`src/sv/crs_pkg.sv`:
```
// Shared types, constants and the basis weight function of the Catmull-Rom sampler.
// No dependencies; the front end, queue, back end and top files import this package.
package crs_pkg;

    localparam int QUEUE_DEPTH = 2;

    typedef enum logic [1:0] {
        JOB_SEG,
        JOB_SEG_END,
        JOB_PAIR,
        JOB_SINGLE
    } t_job_op;

    typedef enum logic [2:0] {
        PH_START,
        PH_SEG_A,
        PH_SEG_B,
        PH_HELD,
        PH_FINAL
    } t_phase;

    localparam int OP_W = $bits(t_job_op);

    // Basis weight k for sample s of n, in units of 1/(2*n^3).
    function automatic int crs_weight(input int n, input int s, input int k);
        int n2;
        int n3;
        int s2;
        int s3;
        int w;
        n2 = n * n;
        n3 = n2 * n;
        s2 = s * s;
        s3 = s2 * s;
        case (k)
            0:       w = -s * n2 + 2 * s2 * n - s3;
            1:       w = 2 * n3 - 5 * s2 * n + 3 * s3;
            2:       w = s * n2 + 4 * s2 * n - 3 * s3;
            default: w = -s2 * n + s3;
        endcase
        return w;
    endfunction

endpackage

```
`src/sv/crs_fifo.sv`:
```
// Short job queue between the front end and the back end.
// Depends on crs_pkg for the queue depth.
module crs_fifo #(
    parameter int DATA_W = 162
) (
    input  logic              i_clk,
    input  logic              i_rst_n,
    input  logic              i_push,
    input  logic [DATA_W-1:0] i_data,
    output logic              o_full,
    input  logic              i_pop,
    output logic [DATA_W-1:0] o_data,
    output logic              o_empty
);
    import crs_pkg::*;

    localparam int PTR_W = (QUEUE_DEPTH > 1) ? $clog2(QUEUE_DEPTH) : 1;
    localparam int CNT_W = $clog2(QUEUE_DEPTH + 1);
    localparam logic [PTR_W-1:0] PTR_LAST = PTR_W'(QUEUE_DEPTH - 1);
    localparam logic [CNT_W-1:0] CNT_FULL = CNT_W'(QUEUE_DEPTH);

    logic [DATA_W-1:0] r_mem [QUEUE_DEPTH];
    logic [PTR_W-1:0]  r_wr;
    logic [PTR_W-1:0]  r_rd;
    logic [CNT_W-1:0]  r_cnt;

    assign o_full  = (r_cnt == CNT_FULL);
    assign o_empty = (r_cnt == '0);
    assign o_data  = r_mem[r_rd];

    always_ff @(posedge i_clk) begin
        if (i_push) begin
            r_mem[r_wr] <= i_data;
        end
    end

    always_ff @(posedge i_clk) begin
        if (!i_rst_n) begin
            r_wr  <= '0;
            r_rd  <= '0;
            r_cnt <= '0;
        end else begin
            if (i_push) begin
                r_wr <= (r_wr == PTR_LAST) ? '0 : r_wr + PTR_W'(1);
            end
            if (i_pop) begin
                r_rd <= (r_rd == PTR_LAST) ? '0 : r_rd + PTR_W'(1);
            end
            if (i_push && !i_pop) begin
                r_cnt <= r_cnt + CNT_W'(1);
            end else if (i_pop && !i_push) begin
                r_cnt <= r_cnt - CNT_W'(1);
            end
        end
    end

    a_no_push_full: assert property (@(posedge i_clk) disable iff (!i_rst_n)
        i_push |-> !o_full)
        else $error("Job pushed into a full queue.");

    a_no_pop_empty: assert property (@(posedge i_clk) disable iff (!i_rst_n)
        i_pop |-> !o_empty)
        else $error("Job popped from an empty queue.");

    a_cnt_bound: assert property (@(posedge i_clk) disable iff (!i_rst_n)
        r_cnt <= CNT_FULL)
        else $error("Queue fill count beyond its depth.");

endmodule

```
`config.mk`:
```
export PLATFORM = sky130hd
export DESIGN_NAME = crs_fifo
export DESIGN_NICKNAME = d
export VERILOG_FILES = /design/src/sv/crs_pkg.sv /design/src/sv/crs_fifo.sv
export SDC_FILE = /design/constraint.sdc
export NUM_CORES = 1
export LEC_CHECK = 0
export BUFFER_PORTS_ARGS = -buffer_cell sky130_fd_sc_hd__clkbuf_2
export CAP_MARGIN = 20
export CORE_UTILIZATION = 47
export CTS_CLUSTER_DIAMETER = 40
export CTS_CLUSTER_SIZE = 24
export DETAILED_ROUTE_END_ITERATION = 12
export GPL_TIMING_DRIVEN = 0
export HOLD_SLACK_MARGIN = 0.1
export PLACE_DENSITY = 0.86
export SYNTH_ARGS = -nofsm -noshare
export SYNTH_HDL_FRONTEND = slang
export SYNTH_SLANG_ARGS = --single-unit
```
`constraint.sdc`:
```
create_clock -name i_clk -period 8.5 [get_ports i_clk]
set_clock_uncertainty 0.15 [all_clocks]
set_input_delay 0.425 -clock i_clk [delete_from_list [all_inputs] [get_ports i_clk]]
set_output_delay 0.425 -clock i_clk [all_outputs]
set_load 0.005 [all_outputs]
```
==> results.json <==
{
  "run_status": "finished, final reports clean",
  "cts_buffers": 39,
  "cts_resized": 0,
  "fin_nets": 1234,
  "core_area_mm2": 0.0253,
  "cp_data_arrival_time_ps": 1900,
  "yosys.area.top_type": "edfxtp_1",
  "switching_share": 0.220,
  "critPathCaptureType": "primary output",
  "syn_inst": 526,
  "clock_sinks": 329,
  "drtPass1Iterations": 4,
  "drive_above_1_share": 0.534,
  "p_clk_frac": 0.435,
  "cap_violations": 0,
  "syn_area_mm2": 0.0122,
  "tns_ps": 0,
  "h-tree-depth": 2,
  "ir_drop_uv": 199,
  "totalWireLength_um": 30500,
  "nFillCells": 1517,
  "p_switching_w": 0.000922,
  "maxSlewViolCount": 0,
  "rsz0062_at_grt": "false",
  "power_frac_seq": 0.454,
  "start_util": 0.483,
  "layout_setup_ws_ps": 6030,
  "ys_top_cells_by_area": "edfxtp_1, mux2_4, mux2_2, buf_6, dfxtp_1",
  "die_h_um": 163,
  "max_slew_margin": 0.521,
  "clock.fmax_mhz": 404,
  "syn-num-nets": 693,
  "p_int_w": 0.00327,
  "cts-root-buf": "clkbuf_16",
  "antenna_found_initial": 3,
  "avgSynthCellArea_um2": 23.2,
  "yosysSeqAreaShare": 0.804,
  "area_growth_pct": 43.5,
  "regArea_mm2": 0.00983,
  "layout_min_cycle_time_ps": 2470,
  "hpwl_um": 17200,
  "p_per_area_mw_per_mm2": 239,
  "clkTransAtPathRegs_ps": 60,
  "antenna_left": 0,
  "drt_iter0_markers": 416,
  "required_ps": 7930,
  "grt_pass1_vias": 7857,
  "holdWs_ps": 130,
  "worst-setup-path-type": "reg2out",
  "hold_path_class": "in2reg",
  "grt_pass1_wl_um": 44400,
  "tightest_slew_ps": 717,
  "io_pins": 330,
  "grt_usage": 0.226,
  "critical_path.max_fanout": 10,
  "cts_tree": "done",
  "synth_top_area_share": 0.796,
  "drc_errors": 0,
  "vias_per_cell": 4.98,
  "multi_input_area_mm2": 0.00225,
  "setup_violations": 0,
  "dieWidth_um": 163,
  "gp_congestion": 0.737,
  "dr_total_vias": 7122,
  "fp-row-count": 58,
  "p_leak_nw": 6.98,
  "clk_latency_ps": 510,
  "finalHoldViolCount": 0,
  "cts.path.max_buffers": 3,
  "dp_slack_ps": 6090,
  "grt_max_degree": 58,
  "ys.warnings.count": 0,
  "pwr-share-comb": 0.110,
  "startpoint_type": "register",
  "r2r_slack_ps": 6330,
  "synth.distinct_cells": 17,
  "portBuffers": 329,
  "post-route-period-util": 0.291,
  "ys_ff_latch": 329,
  "dieArea_mm2": 0.0267,
  "wl_per_cell_um": 21.3,
  "grt-ovfl-total": 0
}
## power by group through the flow
stage | Combinational, W | Sequential (W) | Clock (W)
floorplan | 0.000204 | 0.00194 | 0
detailed placement | 0.000388 | 0.00193 | 0
global route | 0.000492 | 0.00191 | 0.00192
CTS | 0.000453 | 0.00190 | 0.00184
global placement | 0.000364 | 0.00195 | 0
finish | 0.000461 | 0.00190 | 0.00182
## cells in the final DEF, fill, tap and decap left out, types with 2 or more instances in the layout
cell type        n
clkbuf_2       329
edfxtp_1       324
dlygate4sd3_1  163
mux2_2          82
mux2_4          80
clkbuf_16       40
buf_6           10
buf_2            8
bufinv_16        8
inv_6            6
buf_12           6
dfxtp_1          5
clkinv_1         4
and2_1           3
clkinv_2         3
inv_8            3
clkinv_4         3
xor2_1           2
nor2b_1          2
clkinv_8         2
buf_16           2
## registers in the layout, indices dropped and copies added (netlist names), named ones only
name   cells
r_cnt      2
r_mem    324
r_rd       1
r_wr       1
## per-stage QoR
| stage | util | cells | cell area, um2 | total power (W) |
|---|---|---|---|---|
| after floorplan | - | 526 | 12200 | 0.00215 |
| after global placement | 0.564 | 1185 | 14300 | 0.00232 |
| after detailed placement | 0.571 | 1193 | 14500 | 0.00232 |
| after CTS | 0.693 | 1428 | 17500 | 0.00419 |
| after global routing | 0.693 | 1429 | 17500 | 0.00431 |
| final | 0.693 | 1429 | 17500 | 0.00419 |
## cells in the mapped netlist (all sizes together)
master    n
o21ai     1
dfxtp     5
o21a      1
xor2      2
buf      18
mux2    162
or3       1
inv       1
a21boi    1
nor2      1
xnor2     1
edfxtp  324
ha        1
nor2b     3
and2      4
## worst paths after layout
kind	from	endpoint	cells after the start
max	register	o_data[80]	5
min	i_push	r_wr	3
max reg2reg	r_wr	r_mem[0][22]	4
min reg2reg	r_cnt[1]	r_cnt[1]	2
## timing repair
| action | 4_1_cts | 5_1_grt |
|---|---|---|
| setup buffers | 0 | 0 |
| hold buffers | 163 | 0 |
| hold endpoints to repair | 329 | 0 |
## metal layers
layer | routed length [um] | share of wire | up-vias | global-route usage
li1 | - | - | 3196 | -
met1 | 10500 | 0.34 | 3483 | 0.230
met5 | 23 | 0.00076 | - | 0
met2 | 16300 | 0.54 | 348 | 0.422
met4 | 1310 | 0.043 | 4 | 0.109
met3 | 2300 | 0.075 | 91 | 0.0617
## area by class of cell
type	count	area share
timing repair buffer	500	0.197
buffer	18	0.00870
clock inverter	30	0.0241
antenna	1	0.000143
clock buffer	42	0.0581
tap	330	0.0235
inverter	1	0.000214
sequential	329	0.560
multi-input combinational	178	0.128
## cell families after synthesis
| family | synth area share |
|---|---|
| xor gates and xnor gates | 0.00215 |
| and+or+nand+nor | 0.00440 |
| DFF | 0.804 |
| adders and majority gates | 0.00102 |
| muxes | 0.174 |
| AOI/OAI and AO/OA | 0.00164 |
| buffers and inverters | 0.0128 |
## critical path, stage by stage (launching register included)
cell      delay (ps)
dfxtp_1          320
buf_6            170
buf_6            200
buf_6            220
mux2_4           330
clkbuf_2         130
No activity file was read; power rests on OpenSTA's default activity.
