File: src/sv/crs_pkg.sv
// Shared types, constants and the basis weight function of the Catmull-Rom sampler.
// No dependencies; the front end, queue, back end and top files import this package.
package crs_pkg;

    localparam int QUEUE_DEPTH = 2;

    typedef enum logic [1:0] {
        JOB_SEG,
        JOB_SEG_END,
        JOB_PAIR,
        JOB_SINGLE
    } t_job_op;

    typedef enum logic [2:0] {
        PH_START,
        PH_SEG_A,
        PH_SEG_B,
        PH_HELD,
        PH_FINAL
    } t_phase;

    localparam int OP_W = $bits(t_job_op);

    // Basis weight k for sample s of n, in units of 1/(2*n^3).
    function automatic int crs_weight(input int n, input int s, input int k);
        int n2;
        int n3;
        int s2;
        int s3;
        int w;
        n2 = n * n;
        n3 = n2 * n;
        s2 = s * s;
        s3 = s2 * s;
        case (k)
            0:       w = -s * n2 + 2 * s2 * n - s3;
            1:       w = 2 * n3 - 5 * s2 * n + 3 * s3;
            2:       w = s * n2 + 4 * s2 * n - 3 * s3;
            default: w = -s2 * n + s3;
        endcase
        return w;
    endfunction

endpackage

File: src/sv/crs_if.sv
// Valid/ready channel interfaces for the input points and the output samples.
// No dependencies.
interface crs_point_if #(parameter int COORD_BITS = 20);
    logic                         valid;
    logic                         ready;
    logic signed [COORD_BITS-1:0] point_x;
    logic signed [COORD_BITS-1:0] point_y;
    logic                         last_point;

    modport source(output valid, point_x, point_y, last_point, input ready);
    modport sink(input valid, point_x, point_y, last_point, output ready);
endinterface


File: src/sv/crs_front.sv
// Front end: accepts points, keeps the three point window and classifies each point into a job or no job.
// Depends on crs_pkg and crs_point_if.
module crs_front #(
    parameter int COORD_BITS = 20
) (
    input  logic                                    i_clk,
    input  logic                                    i_rst_n,
    crs_point_if.sink                               i_pt,
    input  logic                                    i_full,
    output logic                                    o_push,
    output logic [crs_pkg::OP_W+8*COORD_BITS-1:0]   o_job
);
    import crs_pkg::*;

    localparam int CB = COORD_BITS;
    localparam logic [1:0] SEEN_ONE  = 2'd1;
    localparam logic [1:0] SEEN_TWO  = 2'd2;
    localparam logic [1:0] SEEN_FULL = 2'd3;

    logic signed [CB-1:0] r_win_x [3];
    logic signed [CB-1:0] r_win_y [3];
    logic signed [CB-1:0] n_win_x [3];
    logic signed [CB-1:0] n_win_y [3];
    logic [1:0]           r_seen;
    logic [1:0]           n_seen;

    logic                 w_acc;
    logic                 w_has_job;
    t_job_op              w_op;
    logic signed [CB-1:0] w_px [4];
    logic signed [CB-1:0] w_py [4];

    assign i_pt.ready = !i_full;
    assign w_acc      = i_pt.valid && i_pt.ready;

    always_comb begin
        w_px[0] = (r_seen == SEEN_TWO) ? r_win_x[1] : r_win_x[0];
        w_py[0] = (r_seen == SEEN_TWO) ? r_win_y[1] : r_win_y[0];
        w_px[1] = r_win_x[1];
        w_py[1] = r_win_y[1];
        w_px[2] = r_win_x[2];
        w_py[2] = r_win_y[2];
        w_px[3] = i_pt.point_x;
        w_py[3] = i_pt.point_y;
        w_has_job = 1'b0;
        w_op      = JOB_SEG;
        if (r_seen >= SEEN_TWO) begin
            w_has_job = 1'b1;
            w_op      = i_pt.last_point ? JOB_SEG_END : JOB_SEG;
        end else if (i_pt.last_point) begin
            w_has_job = 1'b1;
            w_op      = (r_seen == SEEN_ONE) ? JOB_PAIR : JOB_SINGLE;
        end
    end

    assign o_push = w_acc && w_has_job;
    assign o_job  = {w_op, w_px[3], w_px[2], w_px[1], w_px[0],
                     w_py[3], w_py[2], w_py[1], w_py[0]};

    always_comb begin
        n_win_x = r_win_x;
        n_win_y = r_win_y;
        n_seen  = r_seen;
        if (w_acc) begin
            if (i_pt.last_point) begin
                for (int k = 0; k < 3; k++) begin
                    n_win_x[k] = '0;
                    n_win_y[k] = '0;
                end
                n_seen = '0;
            end else begin
                n_win_x[0] = r_win_x[1];
                n_win_x[1] = r_win_x[2];
                n_win_x[2] = i_pt.point_x;
                n_win_y[0] = r_win_y[1];
                n_win_y[1] = r_win_y[2];
                n_win_y[2] = i_pt.point_y;
                if (r_seen != SEEN_FULL) begin
                    n_seen = r_seen + 2'd1;
                end
            end
        end
    end

    always_ff @(posedge i_clk) begin
        if (!i_rst_n) begin
            for (int k = 0; k < 3; k++) begin
                r_win_x[k] <= '0;
                r_win_y[k] <= '0;
            end
            r_seen <= '0;
        end else begin
            r_win_x <= n_win_x;
            r_win_y <= n_win_y;
            r_seen  <= n_seen;
        end
    end

endmodule

File: src/flat_wrapper.sv
// flat-port wrapper written by rule: the top's interface ports become plain ports
module crs_front_flat import crs_pkg::*;
#(
    parameter int COORD_BITS = 20
)
  (i_clk, i_rst_n, i_full, o_push, o_job, i_pt_valid, i_pt_point_x, i_pt_point_y, i_pt_last_point, i_pt_ready);
  crs_point_if #(.COORD_BITS(COORD_BITS)) i_pt_i ();
  input  logic i_clk;
  input  logic i_rst_n;
  input  logic i_full;
  output logic o_push;
  output logic [crs_pkg::OP_W+8*COORD_BITS-1:0] o_job;
  input wire logic [$bits(i_pt_i.valid)-1:0] i_pt_valid;
  input wire logic [$bits(i_pt_i.point_x)-1:0] i_pt_point_x;
  input wire logic [$bits(i_pt_i.point_y)-1:0] i_pt_point_y;
  input wire logic [$bits(i_pt_i.last_point)-1:0] i_pt_last_point;
  output wire logic [$bits(i_pt_i.ready)-1:0] i_pt_ready;
  assign i_pt_i.valid = i_pt_valid;
  assign i_pt_i.point_x = i_pt_point_x;
  assign i_pt_i.point_y = i_pt_point_y;
  assign i_pt_i.last_point = i_pt_last_point;
  assign i_pt_ready = i_pt_i.ready;
  crs_front #(.COORD_BITS(COORD_BITS)) u_core (.i_clk(i_clk), .i_rst_n(i_rst_n), .i_pt(i_pt_i), .i_full(i_full), .o_push(o_push), .o_job(o_job));
endmodule
File: config.mk
export PLATFORM = sky130hd
export DESIGN_NAME = crs_front_flat
export DESIGN_NICKNAME = d
export VERILOG_FILES = /design/src/sv/crs_pkg.sv /design/src/sv/crs_if.sv /design/src/sv/crs_front.sv /design/src/flat_wrapper.sv
export SDC_FILE = /design/constraint.sdc
export NUM_CORES = 1
export LEC_CHECK = 0
export BUFFER_PORTS_ARGS = -buffer_cell sky130_fd_sc_hd__buf_2
export CAP_MARGIN = 10
export CELL_PAD_IN_SITES_DETAIL_PLACEMENT = 0
export CELL_PAD_IN_SITES_GLOBAL_PLACEMENT = 1
export CORE_MARGIN = 10
export CORE_UTILIZATION = 41
export CTS_CLUSTER_SIZE = 12
export DETAILED_ROUTE_END_ITERATION = 16
export PLACE_DENSITY_LB_ADDON = 0.1
export SYNTH_ARGS = -nofsm -noshare
export SYNTH_HDL_FRONTEND = slang
export SYNTH_SLANG_ARGS = --single-unit
File: constraint.sdc
create_clock -name i_clk -period 4.15 [get_ports i_clk]
set_clock_uncertainty 0.15 [all_clocks]
set_input_delay 1.0375 -clock i_clk [delete_from_list [all_inputs] [get_ports i_clk]]
set_output_delay 1.0375 -clock i_clk [all_outputs]
set_load 0.01 [all_outputs]
==> impl_metrics.env, run 1 <==
export IMPL_tightest_slew_ps=1085
export IMPL_grt_max_degree=124
export IMPL_drive_above_1_share_pct=36.46
export IMPL_nFillCells=1512
export IMPL_mostFrequentLayoutCells="buf_2 (207), a21boi_1 (122), dfxtp_1 (122)"
export IMPL_ir_drop_uv=258.7
export IMPL_gp_congestion=0.7295
export IMPL_syn_instance_count=720
export IMPL_synth_ff_type="dfxtp_1"
export IMPL_critical_path_slowest_cell="dfxtp_1"
export IMPL_synth_nets=769
export IMPL_setup_viol=0
export IMPL_drtIter0Drc=250
export IMPL_grt_pass1_wl_mm=26.45
export IMPL_worstHoldPathCells=2
export IMPL_clock_path_buffers=2
export IMPL_period_share_pct=74.82
export IMPL_min_period_ps=3105
export IMPL_arrival_ps=1920
export IMPL_synthTopCellsByArea="dfxtp_1 (38%), buf_4 (15%), a21boi_1 (14%)"
export IMPL_vias=4823
export IMPL_critPathTopFamily="flip-flops"
export IMPL_drc=0
export IMPL_fin_hold_ws_ps=295.7
export IMPL_reg2regPathDepth=4
export IMPL_dp_hpwl_mm=10.93
export IMPL_std_cell_rows=45
export IMPL_die_w_um=145.7
export IMPL_synth_warnings=0
export IMPL_syn_area_um2=6482
export IMPL_dr_pass1_iters=4
export IMPL_synth_largest_area_cell="dfxtp_1"
export IMPL_synth_seq_area_share_pct=37.68
export IMPL_power_mw=3.080
export IMPL_finalSetupTns_ps=0
export IMPL_startpoint_type="register"
export IMPL_htree_levels=4
export IMPL_root_buffer="clkbuf_16"
export IMPL_r2r_slack_ps=2560
export IMPL_postSynthRegisterBits=122
export IMPL_max_cap_viol_count=0
export IMPL_finalMaxSlewViolations=0
export IMPL_viasPerCell=4.809
export IMPL_wl_mm=16.79
export IMPL_crit_buf_inv=2
export IMPL_critPathMaxStageDelay_ps=440
export IMPL_outcome="complete, no violations"
export IMPL_holdPathEnd="u_core.r_win_x[58]"
export IMPL_io_pins=209
export IMPL_first_global_vias=4822
export IMPL_avgSynthCellArea_um2=9.003
export IMPL_cts_resized_gates=0
export IMPL_ant_nets=0
export IMPL_groute_usage_overall_pct=15.19
export IMPL_synth_cell_types=20
export IMPL_cts_setup_buffers=0
export IMPL_end_kind="output pin"
export IMPL_slew_headroom_pct=27.68
export IMPL_path_depth=4
export IMPL_rsz0062_at_grt="false"
export IMPL_wl_per_cell_um=16.74
export IMPL_worstReg2RegEnd="u_core.r_seen[1]"
export IMPL_die_area_um2=21240
export IMPL_p_leak_nw=3.127
export IMPL_final_common_cell="buf_2"
export IMPL_core_area_um2=15370
export IMPL_timing_fmax_mhz=322.1
export IMPL_overflow=0
export IMPL_cts_made_buffers=17
export IMPL_cts_sinks=122
export IMPL_cp_required_ps=2960
export IMPL_worstPathMaxFanout=17
export IMPL_syn_to_final_growth_pct=13.51
export IMPL_antenna_found_initial=2
export IMPL_portBuffers=208
export IMPL_path_class="register to output pin"
export IMPL_cp_cell_sequence="ha_1 -> buf_4 -> mux2_2 -> buf_2"
export IMPL_min_path_type="register to register"
export IMPL_hold_violations=0
export IMPL_min_from="u_core.r_win_x[58]"
export IMPL_clk_latency_ps=410
export IMPL_synth_edf_count=0
export IMPL_cts_tree="done"
export IMPL_hold_buffers=0
export IMPL_power_density_nw_per_um2=418.6
export IMPL_synthArstFlopShare_pct=0
export IMPL_die_y_um=145.7
export IMPL_synth_top_area_share_pct=37.68
export IMPL_rr_startpoint="u_core.r_seen[0]"
export IMPL_final_nets=826
export IMPL_start_util_pct=42.17
export IMPL_path_clk_slew_ps=50
## layer usage
metal | GRT usage, % | vias to the layer above | part of all wire, %
met5 | 0 | - | 0
met4 | 4.702 | 0 | 0.96
li1 | - | 2419 | -
met2 | 23.82 | 139 | 45
met1 | 18.81 | 2253 | 47
met3 | 5.775 | 12 | 7.1
## how the worst max path moves through the flow
stage	startpoint	end	slack, ps
after CTS	u_core.r_seen[1]	o_job[96]	1010
after global placement	i_full	o_push	1340
after global routing	u_core.r_seen[1]	o_job[91]	920
after detailed placement	i_full	o_push	1340
final	u_core.r_seen[1]	o_job[96]	1050
after floorplan	i_full	o_push	1310
## Yosys cell counts (2+ instances only)
master	count
nor2_1	2
mux2_2	40
nand2_1	120
dfxtp_1	122
ha_1	4
inv_1	3
nand3b_1	120
buf_2	21
o21ai_0	2
buf_4	129
clkbuf_1	26
or4_1	2
a21boi_1	122
## area by class of cell
cell class | instances | area [um^2] | area share, %
Inverter | 3 | 11.26 | 0.1530
Multi-Input combinational cell | 418 | 2849 | 38.72
Sequential cell | 122 | 2442 | 33.19
Tap cell | 211 | 264.0 | 3.588
Clock buffer | 27 | 553.0 | 7.516
Clock inverter | 5 | 125.1 | 1.700
Antenna cell | 2 | 5.005 | 0.06802
Timing Repair Buffer | 215 | 1109 | 15.07
## tightest hold or removal path, cell delays in order (launching register included)
cell and delay [ps]:
dfxtp_1 300, nand2_1 50, a21boi_1 50
## cells by family after synthesis
kind of cell | count (synthesis) | share of synthesized area (%)
AOI/OAI and AO/OA | 125 | 14.40
adders and majority gates | 4 | 0.7721
buffers and inverters | 180 | 18.41
DFF | 122 | 37.68
muxes | 40 | 6.948
and+or+nand+nor | 249 | 21.79
## power by group
part,switching (mW),internal (mW)
clock,0.513,1.15
combinational,0.127,0.0918
sequential,0.0117,1.19
## metrics by stage
step                      utilization, %  instances  setup WS (ps)  area (um^2)
after global routing               47.86       1002          916.4         7356
after CTS                          47.84       1001           1010         7353
final                              47.87       1003           1045         7358
after floorplan                        -        720           1312         6482
after detailed placement           43.43        969           1338         6675
after global placement             43.43        969           1339         6675
## flip-flops by register name, summed over array words and instances (netlist names)
name / cells
u_core.r_seen: 2
u_core.r_win_y: 20
u_core.o_job: 80
u_core.r_win_x: 20
Note: power is estimated with default switching activity, not from simulation.
==> run 2: changes to the inputs <==
--- a/config.mk
+++ b/config.mk
@@ -10,7 +10,7 @@
 export CELL_PAD_IN_SITES_DETAIL_PLACEMENT = 0
 export CELL_PAD_IN_SITES_GLOBAL_PLACEMENT = 1
 export CORE_MARGIN = 10
-export CORE_UTILIZATION = 41
+export CORE_UTILIZATION = 34
 export CTS_CLUSTER_SIZE = 12
 export DETAILED_ROUTE_END_ITERATION = 16
 export PLACE_DENSITY_LB_ADDON = 0.1
==> constraint.sdc (replaced) <==
create_clock -name i_clk -period 2.7 [get_ports i_clk]
set_clock_uncertainty 0.15 [all_clocks]
set_input_delay 0.675 -clock i_clk [delete_from_list [all_inputs] [get_ports i_clk]]
set_output_delay 0.675 -clock i_clk [all_outputs]
set_load 0.01 [all_outputs]
==> run 2 against run 1 <==
Die area up 18%. Register-to-register slack worse by 1400 ps. Combinational power rose by 59%. Critical path type unchanged. Highest routed layer is now met5.
==> impl_metrics.env, run 2 (synthesized netlist as in run 1, its figures left out) <==
export IMPL_slew_headroom_pct=64.44
export IMPL_finalMaxSlewViolations=0
export IMPL_root_buffer="clkbuf_16"
export IMPL_viasPerCell=4.799
export IMPL_groute_usage_overall_pct=14.11
export IMPL_path_clk_slew_ps=60
export IMPL_reg2regPathDepth=4
export IMPL_wl_mm=17.77
export IMPL_switchingPower_mw=1.076
export IMPL_worstReg2RegEnd="u_core.r_seen[1]"
export IMPL_final_common_cell="buf_2"
export IMPL_clock_path_buffers=2
export IMPL_cts_sinks=122
export IMPL_setup_viol=0
export IMPL_arrival_ps=1820
export IMPL_power_density_nw_per_um2=600.6
export IMPL_p_seq_share_pct=41.6
export IMPL_htree_levels=4
export IMPL_dp_cells=996
export IMPL_hold_violations=0
export IMPL_startpoint_type="register"
export IMPL_dr_pass1_iters=5
export IMPL_r2r_slack_ps=1120
export IMPL_start_util_pct=34.66
export IMPL_max_cap_viol_count=0
export IMPL_switching_share_pct=24.28
export IMPL_outcome="complete, no violations"
export IMPL_wl_per_cell_um=17.28
export IMPL_period_share_pct=98.00
export IMPL_path_class="register to output pin"
export IMPL_min_period_ps=2646
export IMPL_final_nets=830
export IMPL_cts_tree="done"
export IMPL_core_area_um2=18710
export IMPL_pwr_share_clk_pct=50.6
export IMPL_drive_above_1_share_pct=37.15
export IMPL_gp_congestion=0.7060
export IMPL_internal_power_mw=3.355
export IMPL_mostFrequentLayoutCells="buf_2 (207), a21boi_1 (122), dfxtp_1 (122)"
export IMPL_rr_startpoint="u_core.r_seen[0]"
export IMPL_drc=0
export IMPL_finalSetupTns_ps=0
export IMPL_rsz0062_at_grt="true"
export IMPL_antenna_found_initial=1
export IMPL_worstPathMaxFanout=20
export IMPL_hold_buffers=0
export IMPL_ir_drop_uv=391.7
export IMPL_syn_to_final_growth_pct=13.80
export IMPL_drtIter0Drc=203
export IMPL_vias=4933
export IMPL_die_area_um2=24990
export IMPL_end_kind="output pin"
export IMPL_io_pins=209
export IMPL_startpoint="u_core.r_seen[1]"
export IMPL_largest_reg_flops=80
export IMPL_stdcell_count=1028
export IMPL_overflow=0
export IMPL_portBuffers=208
export IMPL_dp_hpwl_mm=12.01
export IMPL_timing_fmax_mhz=377.9
export IMPL_p_leak_nw=3.101
export IMPL_antenna_cells=0
export IMPL_std_cell_rows=50
export IMPL_grt_max_degree=97
export IMPL_cp_required_ps=1880
export IMPL_min_path_type="register to register"
export IMPL_cp_endpoint="o_job[12]"
export IMPL_pwr_share_comb_pct=7.8
export IMPL_cts_made_buffers=17
export IMPL_die_w_um=158.1
export IMPL_tightest_slew_ps=533.5
export IMPL_clk_latency_ps=410
export IMPL_die_y_um=158.1
export IMPL_grt_pass1_wl_mm=28.06
export IMPL_ant_nets=0
export IMPL_first_global_vias=5256
-- run 2: cell types whose count changed in the layout (fill, tap and decap cells not counted), sizes merged --
| cell | change |
|---|---|
| clkinv | +6 |
| inv | +1 |
| clkbuf | -9 |
| bufinv | -2 |
| diode | -2 |
| clkinvlp | +4 |
| buf | +4 |
-- run 2: per-stage QoR --
stage / total power, mW / utilization, % / hold WS [ps] / instance area, um^2 / setup WS [ps]
finish: 4.430 / 39.44 / 298.3 / 7377 / 54.06
CTS: 4.507 / 39.44 / 301.5 / 7377 / 4.407
floorplan: 2.152 / - / 278.3 / 6482 / 586.5
detailed placement: 2.238 / 36.27 / 293.5 / 6784 / 411.1
global route: 4.625 / 39.44 / 312.7 / 7377 / -46.80
global placement: 2.235 / 36.27 / 284.0 / 6784 / 452.0
-- run 2: metal layers --
metal  wire [um]  up-vias  GRT usage (%)
met5           7        -              0
met3        1170       12          4.993
met1        8147     2330          16.93
met2        8321      152          23.50
li1            -     2437              -
met4         121        2          3.529
-- run 2: cell type report --
| class | instances | area, um^2 |
|---|---|---|
| multi-input combinational | 418 | 2854 |
| sequential | 122 | 2442 |
| clock inverter | 14 | 148.9 |
| clock buffer | 18 | 439.2 |
| inverter | 3 | 11.26 |
| tap | 234 | 292.8 |
| timing repair buffer | 219 | 1189 |
| fill | 1958 | 11330 |
-- run 2: what timing repair did --
item                                    4_1_cts  5_1_grt
endpoints found under the setup margin       26       33
setup buffers                                 0        0
pin swaps                                     0        0
gates resized for setup                       2        0
-- run 2: how the worst min path moves through the flow --
stage	from	cells after the start	end	slack, ps
6_report	u_core.r_win_y[50]	2	u_core.r_win_y[50]	300
5_1_grt	u_core.r_win_x[52]	2	u_core.r_win_x[52]	310
2_1_floorplan	u_core.r_win_x[42]	2	u_core.r_win_x[42]	280
4_1_cts	u_core.r_win_y[57]	2	u_core.r_win_y[57]	300
3_3_place_gp	u_core.r_win_x[58]	2	u_core.r_win_x[58]	280
3_5_place_dp	u_core.r_win_y[55]	2	u_core.r_win_y[55]	290
-- run 2: worst max-delay path, cell delays in order, from the launching register on --
cell and delay [ps]:
dfxtp_1 430, ha_2 290, buf_12 190, mux2_2 350, buf_2 140
-- run 2: power by group through the flow --
| stage | Clock (mW) | Combinational (mW) | Sequential, mW |
|---|---|---|---|
| global placement | 0 | 0.355 | 1.88 |
| detailed placement | 0 | 0.357 | 1.88 |
| CTS | 2.31 | 0.358 | 1.84 |
| finish | 2.24 | 0.348 | 1.84 |
| floorplan | 0 | 0.277 | 1.88 |
| global route | 2.40 | 0.384 | 1.84 |
==> run 3: changes to the inputs <==
--- a/config.mk
+++ b/config.mk
@@ -9,7 +9,6 @@
 export CAP_MARGIN = 10
 export CELL_PAD_IN_SITES_DETAIL_PLACEMENT = 0
 export CELL_PAD_IN_SITES_GLOBAL_PLACEMENT = 1
-export CORE_MARGIN = 10
 export CORE_UTILIZATION = 34
 export CTS_CLUSTER_SIZE = 12
 export DETAILED_ROUTE_END_ITERATION = 16
==> run 3 against run 2 <==
Final cell count about the same. First-iteration DRC count up 0.99%. Critical path depth grew 1. Critical path type unchanged. Hold slack worse by 5.0 ps. Non-clock buffer count grew 1. Count of clock-buffer cells in the layout grew 4. Sequential power hardly changed.
==> impl_metrics.env, run 3 (synthesized netlist as in run 1, its figures left out) <==
export IMPL_root_buffer="clkbuf_16"
export IMPL_rsz0062_at_grt="true"
export IMPL_p_seq_share_pct=41.1
export IMPL_die_w_um=140.1
export IMPL_clk_latency_ps=410
export IMPL_switching_share_pct=22.35
export IMPL_startpoint_type="register"
export IMPL_min_period_ps=2595
export IMPL_final_nets=831
export IMPL_dr_pass1_iters=4
export IMPL_portBuffers=208
export IMPL_gp_congestion=0.7614
export IMPL_fin_hold_ws_ps=293.3
export IMPL_wl_mm=15.87
export IMPL_pwr_share_comb_pct=7.7
export IMPL_hold_violations=0
export IMPL_mostFrequentLayoutCells="buf_2 (207), a21boi_1 (122), dfxtp_1 (121)"
export IMPL_power_density_nw_per_um2=605.2
export IMPL_ir_drop_uv=415.3
export IMPL_grt_pass1_wl_mm=25.16
export IMPL_setup_viol=0
export IMPL_die_area_um2=19620
export IMPL_grt_max_degree=105
export IMPL_timing_fmax_mhz=385.3
export IMPL_drtIter0Drc=205
export IMPL_path_class="register to output pin"
export IMPL_cp_required_ps=1880
export IMPL_drive_above_1_share_pct=36.95
export IMPL_seq_area_um2=2444
export IMPL_wl_per_cell_um=15.45
export IMPL_tightest_slew_ps=536.3
export IMPL_worstPathMaxFanout=17
export IMPL_core_area_um2=18710
export IMPL_first_global_vias=4672
export IMPL_dp_hpwl_mm=10.17
export IMPL_switchingPower_mw=1.003
export IMPL_final_common_cell="buf_2"
export IMPL_nFillCells=1897
export IMPL_outcome="complete, no violations"
export IMPL_cts_tree="done"
export IMPL_io_pins=209
export IMPL_syn_to_final_growth_pct=14.40
export IMPL_clock_path_buffers=2
export IMPL_final_area_um2=7416
export IMPL_drc=0
export IMPL_path_clk_slew_ps=50
export IMPL_htree_levels=4
export IMPL_largest_reg_flops=80
export IMPL_cts_sinks=122
export IMPL_p_leak_nw=3.132
export IMPL_internal_power_mw=3.485
export IMPL_overflow=0
export IMPL_pwr_share_clk_pct=51.2
export IMPL_ant_nets=0
export IMPL_max_cap_viol_count=0
export IMPL_antenna_cells=0
export IMPL_die_y_um=140.1
export IMPL_arrival_ps=1770
export IMPL_groute_usage_overall_pct=16.33
export IMPL_start_util_pct=34.66
export IMPL_period_share_pct=96.12
export IMPL_viasPerCell=4.803
export IMPL_end_kind="output pin"
export IMPL_vias=4933
export IMPL_multi_input_area_um2=2854
export IMPL_dpl_cell_area_um2=6804
export IMPL_slew_headroom_pct=64.25
export IMPL_antenna_found_initial=1
export IMPL_finalSetupTns_ps=0
export IMPL_std_cell_rows=50
export IMPL_cts_made_buffers=17
export IMPL_min_path_type="register to register"
export IMPL_finalMaxSlewViolations=0
## run 3: critical path, stage by stage, from the launching register on
cell     delay [ps]
dfxtp_1         350
inv_1           100
ha_2            260
buf_12          180
mux2_2          350
buf_2           140
## run 3: final cells by class
type	instances	share of cell area, %
clock buffers	22	6.394
clock inverters	8	1.603
inverters	3	0.1518
multi-input cells	418	38.48
flip-flops and latches	122	32.95
well taps	234	3.948
repair buffers	220	16.47
## run 3: stage by stage
step	std cells	setup WS (ps)	total power, mW	utilization (%)
2_1_floorplan	720	586.5	2.152	-
3_3_place_gp	997	472.4	2.233	36.37
3_5_place_dp	997	415.2	2.236	36.37
4_1_cts	1027	21.94	4.564	39.58
5_1_grt	1027	-5.268	4.687	39.65
6_report	1027	104.8	4.488	39.65
## run 3: repair_timing
| action | 4_1_cts | 5_1_grt |
|---|---|---|
| hold buffers | 0 | 0 |
| setup endpoints to repair | 34 | 34 |
| setup buffers | 0 | 0 |
| gates resized for setup | 2 | 4 |
## run 3: per-layer routing
| layer | wire length [um] | global-route usage (%) |
|---|---|---|
| met1 | 7574 | 20.93 |
| met2 | 7335 | 26.68 |
| met3 | 749 | 3.829 |
| met4 | 192 | 5.899 |
| met5 | 17 | 0 |
## run 3: final timing paths
kind / start / to / slack (ps) / cells after the start
worst max-delay path: u_core.r_seen[0] / o_job[82] / 100 / 5
worst min-delay path: u_core.r_win_x[57] / u_core.r_win_x[57] / 290 / 2
worst max register to register: u_core.r_seen[0] / u_core.r_seen[1] / 1110 / 4
worst min register to register: u_core.r_win_x[57] / u_core.r_win_x[57] / 290 / 2
## run 3: power by group through the flow
stage / sequential [mW] / clock (mW) / combinational, mW
CTS: 1.84 / 2.37 / 0.356
global placement: 1.88 / 0 / 0.353
detailed placement: 1.88 / 0 / 0.355
floorplan: 1.88 / 0 / 0.277
global route: 1.84 / 2.46 / 0.380
finish: 1.84 / 2.30 / 0.348
